`config.mk`:
```
export PLATFORM = sky130hd
export DESIGN_NAME = clipped_alpha_blend_pixel
export DESIGN_NICKNAME = d
export VERILOG_FILES = /design/src/hw/rtl/cabp_pkg.sv /design/src/hw/rtl/clipped_alpha_blend_pixel.sv
export SDC_FILE = /design/constraint.sdc
export NUM_CORES = 2
export LEC_CHECK = 0
export BUFFER_PORTS_ARGS = -buffer_cell sky130_fd_sc_hd__clkbuf_2
export CORE_UTILIZATION = 55
export DETAILED_ROUTE_END_ITERATION = 6
export PLACE_DENSITY = 0.73
export REMOVE_ABC_BUFFERS = 1
export SYNTH_ARGS = -nofsm -noshare
export SYNTH_HDL_FRONTEND = slang
export SYNTH_SLANG_ARGS = --single-unit
```
`constraint.sdc`:
```
create_clock -name clk_i -period 7.6 [get_ports clk_i]
set_input_delay 0.76 -clock clk_i [delete_from_list [all_inputs] [get_ports clk_i]]
set_output_delay 0.76 -clock clk_i [all_outputs]
set_load 0.03 [all_outputs]
```
`src/hw/rtl/cabp_pkg.sv`:
```
// Shared types, register indexes and byte-lane helpers for the clipped alpha blend pixel block.
`default_nettype none

package cabp_pkg;

  localparam int unsigned CfgIdxW  = 3;
  localparam int unsigned CfgDataW = 16;

  localparam logic [CfgIdxW-1:0] RegChannelLayout = 3'd0;
  localparam logic [CfgIdxW-1:0] RegPickMode      = 3'd1;
  localparam logic [CfgIdxW-1:0] RegClipEnable    = 3'd2;
  localparam logic [CfgIdxW-1:0] RegClipLeft      = 3'd3;
  localparam logic [CfgIdxW-1:0] RegClipTop       = 3'd4;
  localparam logic [CfgIdxW-1:0] RegClipWidth     = 3'd5;
  localparam logic [CfgIdxW-1:0] RegClipHeight    = 3'd6;

  localparam logic [8:0] LayoutReset = 9'd228;
  localparam logic [7:0] ByteMax     = 8'hff;

  // What the last stage does with a beat.
  typedef enum logic [1:0] {
    OpKeep,
    OpClear,
    OpBlend,
    OpCopy
  } op_e;

  // Read one byte of a packed word from a two-bit slot number.
  function automatic logic [7:0] get_slot(logic [31:0] word, logic [1:0] slot);
    logic [7:0] b;
    case (slot)
      2'd0:    b = word[7:0];
      2'd1:    b = word[15:8];
      2'd2:    b = word[23:16];
      default: b = word[31:24];
    endcase
    return b;
  endfunction

  // Place one byte into a word at a two-bit slot number.
  function automatic logic [31:0] put_slot(logic [7:0] v, logic [1:0] slot);
    return {24'd0, v} << {slot, 3'b000};
  endfunction

  // Pack four channels by layout; shared slots OR together, alpha only if present.
  function automatic logic [31:0] pack_px(logic [8:0] lay, logic [7:0] r, logic [7:0] g,
                                          logic [7:0] b, logic [7:0] a);
    logic [31:0] w;
    w = put_slot(r, lay[1:0]) | put_slot(g, lay[3:2]) | put_slot(b, lay[5:4]);
    if (lay[8]) begin
      w = w | put_slot(a, lay[7:6]);
    end
    return w;
  endfunction

  // Exact floor(p / 255) for p up to 255*255.
  function automatic logic [7:0] div255(logic [15:0] p);
    logic [16:0] t;
    t = {1'b0, p} + 17'd1 + {9'd0, p[15:8]};
    return t[15:8];
  endfunction

endpackage

`default_nettype wire

```
`src/hw/rtl/clipped_alpha_blend_pixel.sv`:
```
// Top level of the clipped alpha blend pixel block: clip test, unpack, blend and repack.
`default_nettype none

// Pixel write processor. Each input beat carries a coordinate, a source RGBA
// color (or a null flag), a blend request and the current destination word; each
// beat yields exactly one result beat with write_done and the new pixel word.
// The coordinate is tested against the clip rectangle (far edges exclusive) when
// clip_enable is set. Inside the clip, a null color writes zero; with blending
// requested and pick mode off, each color channel becomes (a*s+(255-a)*d)/255
// truncated, destination alpha is kept, and the word is repacked by the channel
// layout; otherwise the source color is packed. Outside the clip the destination
// word passes through unchanged. Beats pass a clip/unpack stage, a multiply
// stage and a divide/pack output stage; one beat is taken every cycle while
// the output is not stalled. A stall is absorbed by empty stages first, so the
// input stalls only when all three stages hold beats and the output is stalled.
// Configuration writes are always ready and must only be issued while idle.
module clipped_alpha_blend_pixel (
  input  wire logic                          clk_i,
  input  wire logic                          rst_ni,
  // configuration write
  input  wire logic                          cfg_valid_i,
  output logic                               cfg_ready_o,
  input  wire logic [cabp_pkg::CfgIdxW-1:0]  cfg_index_i,
  input  wire logic [cabp_pkg::CfgDataW-1:0] cfg_data_i,
  // input beat
  input  wire logic                          in_valid_i,
  output logic                               in_stall_o,
  input  wire logic signed [15:0]            pixel_x_i,
  input  wire logic signed [15:0]            pixel_y_i,
  input  wire logic [7:0]                    src_red_i,
  input  wire logic [7:0]                    src_green_i,
  input  wire logic [7:0]                    src_blue_i,
  input  wire logic [7:0]                    src_alpha_i,
  input  wire logic                          color_null_i,
  input  wire logic                          blend_enable_i,
  input  wire logic [31:0]                   dest_word_i,
  // result beat
  output logic                               out_valid_o,
  input  wire logic                          out_stall_i,
  output logic                               write_done_o,
  output logic [31:0]                        pixel_out_o
);

  // ---------------------------------------------------------------------------
  // Configuration registers
  // ---------------------------------------------------------------------------
  logic [8:0]         layout_q;
  logic               pick_q;
  logic               clip_en_q;
  logic signed [15:0] clip_left_q;
  logic signed [15:0] clip_top_q;
  logic [14:0]        clip_w_q;
  logic [14:0]        clip_h_q;

  assign cfg_ready_o = 1'b1;

  always_ff @(posedge clk_i or negedge rst_ni) begin
    if (!rst_ni) begin
      layout_q    <= cabp_pkg::LayoutReset;
      pick_q      <= 1'b0;
      clip_en_q   <= 1'b0;
      clip_left_q <= '0;
      clip_top_q  <= '0;
      clip_w_q    <= '0;
      clip_h_q    <= '0;
    end else if (cfg_valid_i && cfg_ready_o) begin
      unique case (cfg_index_i)
        cabp_pkg::RegChannelLayout: layout_q    <= cfg_data_i[8:0];
        cabp_pkg::RegPickMode:      pick_q      <= cfg_data_i[0];
        cabp_pkg::RegClipEnable:    clip_en_q   <= cfg_data_i[0];
        cabp_pkg::RegClipLeft:      clip_left_q <= cfg_data_i;
        cabp_pkg::RegClipTop:       clip_top_q  <= cfg_data_i;
        cabp_pkg::RegClipWidth:     clip_w_q    <= cfg_data_i[14:0];
        cabp_pkg::RegClipHeight:    clip_h_q    <= cfg_data_i[14:0];
        default: ;  // indexes past the list are dropped
      endcase
    end
  end

  // ---------------------------------------------------------------------------
  // Pipeline advance: a stage loads when it is empty or its beat moves on.
  // ---------------------------------------------------------------------------
  logic v1_q, v2_q, v3_q;
  logic en1, en2, en3;

  assign en3        = !v3_q || !out_stall_i;
  assign en2        = !v2_q || en3;
  assign en1        = !v1_q || en2;
  assign in_stall_o = !en1;

  always_ff @(posedge clk_i or negedge rst_ni) begin
    if (!rst_ni) begin
      v1_q <= 1'b0;
      v2_q <= 1'b0;
      v3_q <= 1'b0;
    end else begin
      if (en1) v1_q <= in_valid_i;
      if (en2) v2_q <= v1_q;
      if (en3) v3_q <= v2_q;
    end
  end

  // ---------------------------------------------------------------------------
  // Stage 1: clip test, pick the operation, unpack destination bytes
  // ---------------------------------------------------------------------------
  logic signed [16:0] right_edge, bottom_edge;
  logic               in_clip;
  cabp_pkg::op_e      op_d;

  // Far edges in 17 bits so the sum never wraps.
  assign right_edge  = 17'(clip_left_q) + $signed({2'b00, clip_w_q});
  assign bottom_edge = 17'(clip_top_q) + $signed({2'b00, clip_h_q});

  assign in_clip = !clip_en_q ||
                   ((pixel_x_i >= clip_left_q) && (17'(pixel_x_i) < right_edge) &&
                    (pixel_y_i >= clip_top_q)  && (17'(pixel_y_i) < bottom_edge));

  always_comb begin
    if (!in_clip) begin
      op_d = cabp_pkg::OpKeep;
    end else if (color_null_i) begin
      op_d = cabp_pkg::OpClear;
    end else if (!pick_q && blend_enable_i) begin
      op_d = cabp_pkg::OpBlend;
    end else begin
      op_d = cabp_pkg::OpCopy;
    end
  end

  cabp_pkg::op_e op1_q;
  logic [7:0]    sr1_q, sg1_q, sb1_q, sa1_q;
  logic [7:0]    dr1_q, dg1_q, db1_q, da1_q;
  logic [31:0]   dst1_q;

  always_ff @(posedge clk_i) begin
    if (en1) begin
      op1_q  <= op_d;
      sr1_q  <= src_red_i;
      sg1_q  <= src_green_i;
      sb1_q  <= src_blue_i;
      sa1_q  <= src_alpha_i;
      dr1_q  <= cabp_pkg::get_slot(dest_word_i, layout_q[1:0]);
      dg1_q  <= cabp_pkg::get_slot(dest_word_i, layout_q[3:2]);
      db1_q  <= cabp_pkg::get_slot(dest_word_i, layout_q[5:4]);
      // no alpha byte: destination alpha reads as opaque
      da1_q  <= layout_q[8] ? cabp_pkg::get_slot(dest_word_i, layout_q[7:6])
                            : cabp_pkg::ByteMax;
      dst1_q <= dest_word_i;
    end
  end

  // ---------------------------------------------------------------------------
  // Stage 2: weighted sums a*s + (255-a)*d per color channel
  // ---------------------------------------------------------------------------
  logic [7:0]  inv_a;
  logic [16:0] sum_r, sum_g, sum_b;

  assign inv_a = cabp_pkg::ByteMax - sa1_q;
  assign sum_r = 17'(sa1_q * sr1_q) + 17'(inv_a * dr1_q);
  assign sum_g = 17'(sa1_q * sg1_q) + 17'(inv_a * dg1_q);
  assign sum_b = 17'(sa1_q * sb1_q) + 17'(inv_a * db1_q);

  cabp_pkg::op_e op2_q;
  logic [15:0]   pr2_q, pg2_q, pb2_q;
  logic [7:0]    sr2_q, sg2_q, sb2_q, sa2_q, da2_q;
  logic [31:0]   dst2_q;

  always_ff @(posedge clk_i) begin
    if (en2) begin
      op2_q  <= op1_q;
      // sums are at most 255*255, so 16 bits hold them
      pr2_q  <= sum_r[15:0];
      pg2_q  <= sum_g[15:0];
      pb2_q  <= sum_b[15:0];
      sr2_q  <= sr1_q;
      sg2_q  <= sg1_q;
      sb2_q  <= sb1_q;
      sa2_q  <= sa1_q;
      da2_q  <= da1_q;
      dst2_q <= dst1_q;
    end
  end

  // ---------------------------------------------------------------------------
  // Stage 3: divide by 255, repack, select the result word
  // ---------------------------------------------------------------------------
  logic [31:0] word_d;

  always_comb begin
    case (op2_q)
      cabp_pkg::OpKeep:  word_d = dst2_q;
      cabp_pkg::OpClear: word_d = '0;
      cabp_pkg::OpBlend: word_d = cabp_pkg::pack_px(layout_q, cabp_pkg::div255(pr2_q),
                                                    cabp_pkg::div255(pg2_q),
                                                    cabp_pkg::div255(pb2_q), da2_q);
      default:           word_d = cabp_pkg::pack_px(layout_q, sr2_q, sg2_q, sb2_q, sa2_q);
    endcase
  end

  logic        done3_q;
  logic [31:0] word3_q;

  always_ff @(posedge clk_i) begin
    if (en3) begin
      done3_q <= (op2_q != cabp_pkg::OpKeep);
      word3_q <= word_d;
    end
  end

  assign out_valid_o  = v3_q;
  assign write_done_o = done3_q;
  assign pixel_out_o  = word3_q;

  // ---------------------------------------------------------------------------
  // Assertions
  // ---------------------------------------------------------------------------
  // Input stalls only with every stage full and the output held.
  a_stall_full: assert property (@(posedge clk_i) disable iff (!rst_ni)
    in_stall_o |-> (v1_q && v2_q && v3_q && out_stall_i))
    else $error("input stalled while the pipeline has room");

  // A beat taken at the output with another in stage 2 leaves the output valid.
  a_refill: assert property (@(posedge clk_i) disable iff (!rst_ni)
    (out_valid_o && !out_stall_i && v2_q) |=> out_valid_o)
    else $error("beat in stage 2 lost after output handoff");

  // Output becomes valid only from a beat that sat in stage 2.
  a_rise_src: assert property (@(posedge clk_i) disable iff (!rst_ni)
    $rose(v3_q) |-> $past(v2_q))
    else $error("output valid without a beat in stage 2");

  // A stage 1 beat is never dropped while stage 2 is held.
  a_hold1: assert property (@(posedge clk_i) disable iff (!rst_ni)
    (v1_q && !en2) |=> v1_q)
    else $error("stage 1 beat dropped under stall");

endmodule

`default_nettype wire

```
* Word-level counts from Yosys, hierarchy flattened
Cells that the tools add are included.
** Storage, ports and cells
- Bits in registers :: 329
- Input port bits :: 122
- Output and inout bits :: 36
- Logic and storage cells :: 125
** Cells by class
- Add/sub/neg operators :: 12
- $mul :: 6
- Order comparisons :: 4
- Equality and inequality tests :: 16
- Shift operators :: 8
- Mux-type cells :: 9
- Bitwise gates (word level) :: 7
- Reductions and logical operators :: 30
** Operators by type and width (number)
- 8-bit by 5-bit left shift with 32-bit output :: 8
- 32-bit bitwise OR :: 6
- 8-bit by 8-bit multiplier with 16-bit output :: 6
- 32-bit case mux with 3 select lines :: 1
- 8-bit case mux with 3 select lines :: 4
- 32-bit two-way mux :: 2
- 16-bit by 1-bit adder with 16-bit output, second input constant :: 3
- 16-bit adder :: 3
- 16-bit by 8-bit adder with 16-bit output :: 3
- 16-bit by 16-bit adder with 17-bit output :: 2
- 16-bit by 17-bit < comparator with 1-bit output :: 2
- 16-bit greater-or-equal comparator :: 2
- 2-bit AND reduction :: 7
- 2-bit by 1-bit equality test with 1-bit output, second input constant :: 5
- 2-bit equality test, second input constant :: 5
- 2-bit zero test :: 5
- 3-bit equality test, second input constant :: 3
- 8-bit subtractor, first input constant :: 1
- 1-bit zero test :: 7
- 3-bit by 2-bit equality test with 1-bit output, second input constant :: 2
- 1-bit logical AND :: 4
- 1-bit logical OR :: 4
- 3-bit by 1-bit equality test with 1-bit output, second input constant :: 1
- 3-bit zero test :: 1
- 4 further kinds :: 5

* Logic depth before layout (Yosys ltp)
- Depth in word-level cells :: 8
- Gate-level depth with buffers :: 22
- Mapped depth without buffers :: 20

* Worst setup path after synthesis
No wires, ideal clock.
- Kind :: input -> output
- Start point :: input out_stall_i
- End point :: output in_stall_o
- Data arrival time :: 4793 ps
- Required time :: 6840 ps
- Path slack :: 2047 ps
- Cell stages on the path :: 2
- Path buffers :: 0
- Path through :: nand4_1 -> inv_1
** Between the ends
- Word-level cells in the longest chain between the ends :: 5
** Ends and longest elaborated chain
- start, declared :: RTL line clipped_alpha_blend_pixel.sv:39 : input wire logic out_stall_i,
- 1-bit zero test :: RTL line clipped_alpha_blend_pixel.sv:86 : assign en3 = !v3_q || !out_stall_i;
- 1-bit logical OR :: RTL line clipped_alpha_blend_pixel.sv:86
- 1-bit logical OR :: RTL line clipped_alpha_blend_pixel.sv:87 : assign en2 = !v2_q || en3;
- 1-bit logical OR :: RTL line clipped_alpha_blend_pixel.sv:88 : assign en1 = !v1_q || en2;
- 1-bit zero test :: RTL line clipped_alpha_blend_pixel.sv:89 : assign in_stall_o = !en1;
- end, declared :: RTL line clipped_alpha_blend_pixel.sv:27 : output logic in_stall_o,
Every way passes these cells.

* Worst setup path in the final report
- Start point :: register sa1_q[7]
- End point :: register pb2_q[15] (data pin)
** Between the ends
- Word-level cells in the longest chain between the ends :: 3
- Elaborated cells between the ends (all ways) :: 4
- Those cells by class :: add/sub (2); mul (2)
** Ends and longest elaborated chain
- start, declared :: RTL line clipped_alpha_blend_pixel.sv:131 : logic [7:0] sr1_q, sg1_q, sb1_q, sa1_q;
- start signal, assigned :: RTL line clipped_alpha_blend_pixel.sv:141 : sa1_q <= src_alpha_i;
- 8-bit subtractor :: RTL line clipped_alpha_blend_pixel.sv:158 : assign inv_a = cabp_pkg::ByteMax - sa1_q;
- 8-bit by 8-bit multiplier with 16-bit output :: RTL line clipped_alpha_blend_pixel.sv:161 : assign sum_b = 17'(sa1_q * sb1_q) + 17'(inv_a * db1_q);
- 16-bit adder * :: RTL line clipped_alpha_blend_pixel.sv:161
- via sum_b[15] :: RTL line clipped_alpha_blend_pixel.sv:156 : logic [16:0] sum_r, sum_g, sum_b;
- end signal, assigned :: RTL line clipped_alpha_blend_pixel.sv:174 : pb2_q <= sum_b[15:0];
- end, declared :: RTL line clipped_alpha_blend_pixel.sv:164 : logic [15:0] pr2_q, pg2_q, pb2_q;
The timed path passes the listed nets; every way through them passes the cells marked *.
A chain may end at the register's enable or synchronous reset.

==> run_results.csv <==
group,metric,value,unit
synth,synthFlopType,"edfxtp_1",
cts,ctsResizeCount,0,
cts,tritoncts,"yes",
floorplan,dieArea,55700,um^2
timing,slew_headroom,2.74,%
route,via_per_inst,5.93,
timing,setup_violations,0,
cells_and_area,nFillCells,4311,
setup_path,reg2reg_from,"sa1_q[7]",
global_route,grt_pass1_vias,22700,
place,io_buffers,156,
setup_path,cp-start-kind,"flop",
route,drtIter0Drc,1963,
route,vias,21400,
timing,rsz0062_at_grt,"false",
floorplan,ios,158,
hold_path,hp-class,"in2async",
cts,cts_root_buf,"clkbuf_16",
cts,cts_hold_buffers,0,
cts,post_cts_buffers,0,
place,dpl.hpwl,59700,um
setup_path,end_kind,"flop",
synth,yosysWarnings,0,
cells_and_area,drive_above_1_share,13.9,%
cells_and_area,syn_to_final_growth,9.69,%
setup_path,r2r_cells,19,
setup_path,critPathMaxFanout,22,
cells_and_area,fin_util,61.2,%
cts,cts-htree-levels,2,
synth,synth_seq_area_share,31.6,%
timing,min_period,6.39,ns
flow_run,maxCapViolCount,0,
global_route,track_usage,29.3,%
cts,clock_latency,0.59,ns
floorplan,die_w,236,um
synth,synth_area,30100,um^2
route,drt.antenna.violating_nets,0,
setup_path,cp.arrival,6.69,ns
floorplan,die_h,236,um
route,drc_errors,0,
cts,numCtsBuffers,39,
timing,fin_crit_sh,84.0,%
synth,synth-seq-cells,329,
timing,maxSlewViolCount,0,
global_route,grt_pass1_wl,126000,um
synth,synthCells,2752,
floorplan,start_util,55.8,%
timing,worst_slew_pin_slew,1.46,ns
setup_path,crit_start,"sa1_q[7]",
cts,clk_path_buf_depth,3,
timing,fin_tns_setup,0,ns
timing,max_freq,157,MHz
route,firstDrtPassIters,7,
timing,fin_skew,0.0249,ns
route,wl_per_cell,21.8,um
synth,synth_edf_count,253,
cells_and_area,final_cell_mix,"inv_1, ha_1, fa_1, edfxtp_1",
timing,finalHoldViolations,0,
floorplan,coreArea,53900,um^2
synth,syn_area_per_cell,10.9,um^2
cts,clk_pin_slew,0.06,ns
global_route,gr-total-overflow,0,
outcome,status,"finished clean",
place,place.gp.congestion,0.919,
cells_and_area,fin_nets,3602,
synth,ys_types,86,
setup_path,crit_type,"reg2reg",
setup_path,critPathRequiredTime,7.90,ns
global_route,grt_max_degree,77,
cells_and_area,final_common_cell,"inv_1",
floorplan,num_rows,85,
synth,ys_async_sr_fraction,23.1,%
cts,clock_sinks,329,
route,routed_wl,79000,um
global_route,antenna_found_initial,9,
-- path summary, 6_finish.rpt --
kind / endpoint / slack, ns
setup reg to reg: pb2_q[15] / 1.21
max in group asynchronous: clip_left_q[14] / 6.59
setup / recovery: pb2_q[15] / 1.21
hold reg to reg: op2_q[1] / 0.41
min in group clk_i: sb1_q[5] / 0.35
hold / removal: clip_top_q[10] / 0.32
-- area by class of cell --
type	instances	area [um^2]	share of cell area, %
multi-input cells	1857	18500	55.9
flip-flops and latches	329	9500	28.8
inverters	469	1760	5.33
repair buffers	193	1060	3.21
clock buffers	42	997	3.02
well taps	696	871	2.64
clock inverters	27	348	1.05
diodes	6	15.0	0.0455
-- layer usage --
| layer | track usage, % | part of all wire (%) | up-vias |
|---|---|---|---|
| met5 | 0 | 0.016 | - |
| met4 | 9.98 | 3.4 | 2 |
| met3 | 6.06 | 8.9 | 189 |
| met2 | 48.3 | 48 | 962 |
| met1 | 38.5 | 40 | 10700 |
| li1 | - | - | 9594 |
-- cells by family (layout without fill, tap and decap cells) --
logic type | Yosys count | count (layout) | share of synthesized area, %
buffers and inverters | 568 | 731 | 7.19
muxes | 92 | 92 | 4.64
and+or+nand+nor | 671 | 671 | 12.1
xor gates and xnor gates | 95 | 95 | 2.89
AOI/OAI and AO/OA | 404 | 404 | 9.76
other | 2 | 10 | 0.0249
adders and majority gates | 591 | 591 | 31.8
DFF | 329 | 329 | 31.6
-- cells in the mapped netlist, drive strengths merged, types with 67 or more instances --
library cell | n | area, um^2
dfrtp | 72 | 1800
clkbuf | 84 | 315
nand2b | 74 | 463
nor2b | 161 | 1010
and2 | 119 | 744
a21oi | 110 | 569
edfxtp | 253 | 7600
fa | 290 | 5810
xnor2 | 67 | 624
nand2 | 162 | 611
ha | 301 | 3770
inv | 468 | 1760
-- critical path, stage by stage (launching register included) --
cell and delay [ns]:
edfxtp_1 1.11, buf_4 0.40, nand2b_1 0.16, fa_1 0.44, fa_1 0.52, inv_1 0.06, fa_1 0.56, fa_1 0.43
fa_1 0.49, inv_1 0.05, fa_1 0.47, inv_1 0.04, ha_1 0.23, nor3_1 0.20, o21ai_0 0.18, nand2_1 0.12
o2111ai_1 0.15, a31o_2 0.25, a21oi_1 0.16, xnor2_1 0.08
-- state kept, by name, indices dropped and copies added (netlist names), 16 cells and up --
| name | count |
|---|---|
| pg2_q | 16 |
| clip_left_q | 16 |
| dst2_q | 32 |
| dst1_q | 32 |
| pixel_out_o | 32 |
| clip_top_q | 16 |
| pr2_q | 16 |
| pb2_q | 16 |
-- through the flow --
step / cell area [um^2] / hold WS, ns / cells / setup slack [ns]
final: 33000 / 0.321 / 3619 / 1.21
after global routing: 33000 / 0.328 / 3617 / 0.942
after CTS: 33000 / 0.320 / 3613 / 1.27
after detailed placement: 31700 / 0.405 / 3544 / 1.29
after global placement: 31700 / 0.401 / 3544 / 1.47
after floorplan: 29700 / 0.400 / 2655 / 1.97
Power is not shown: default switching activity piles up to over one toggle a cycle in this logic, so the estimate is an artifact.
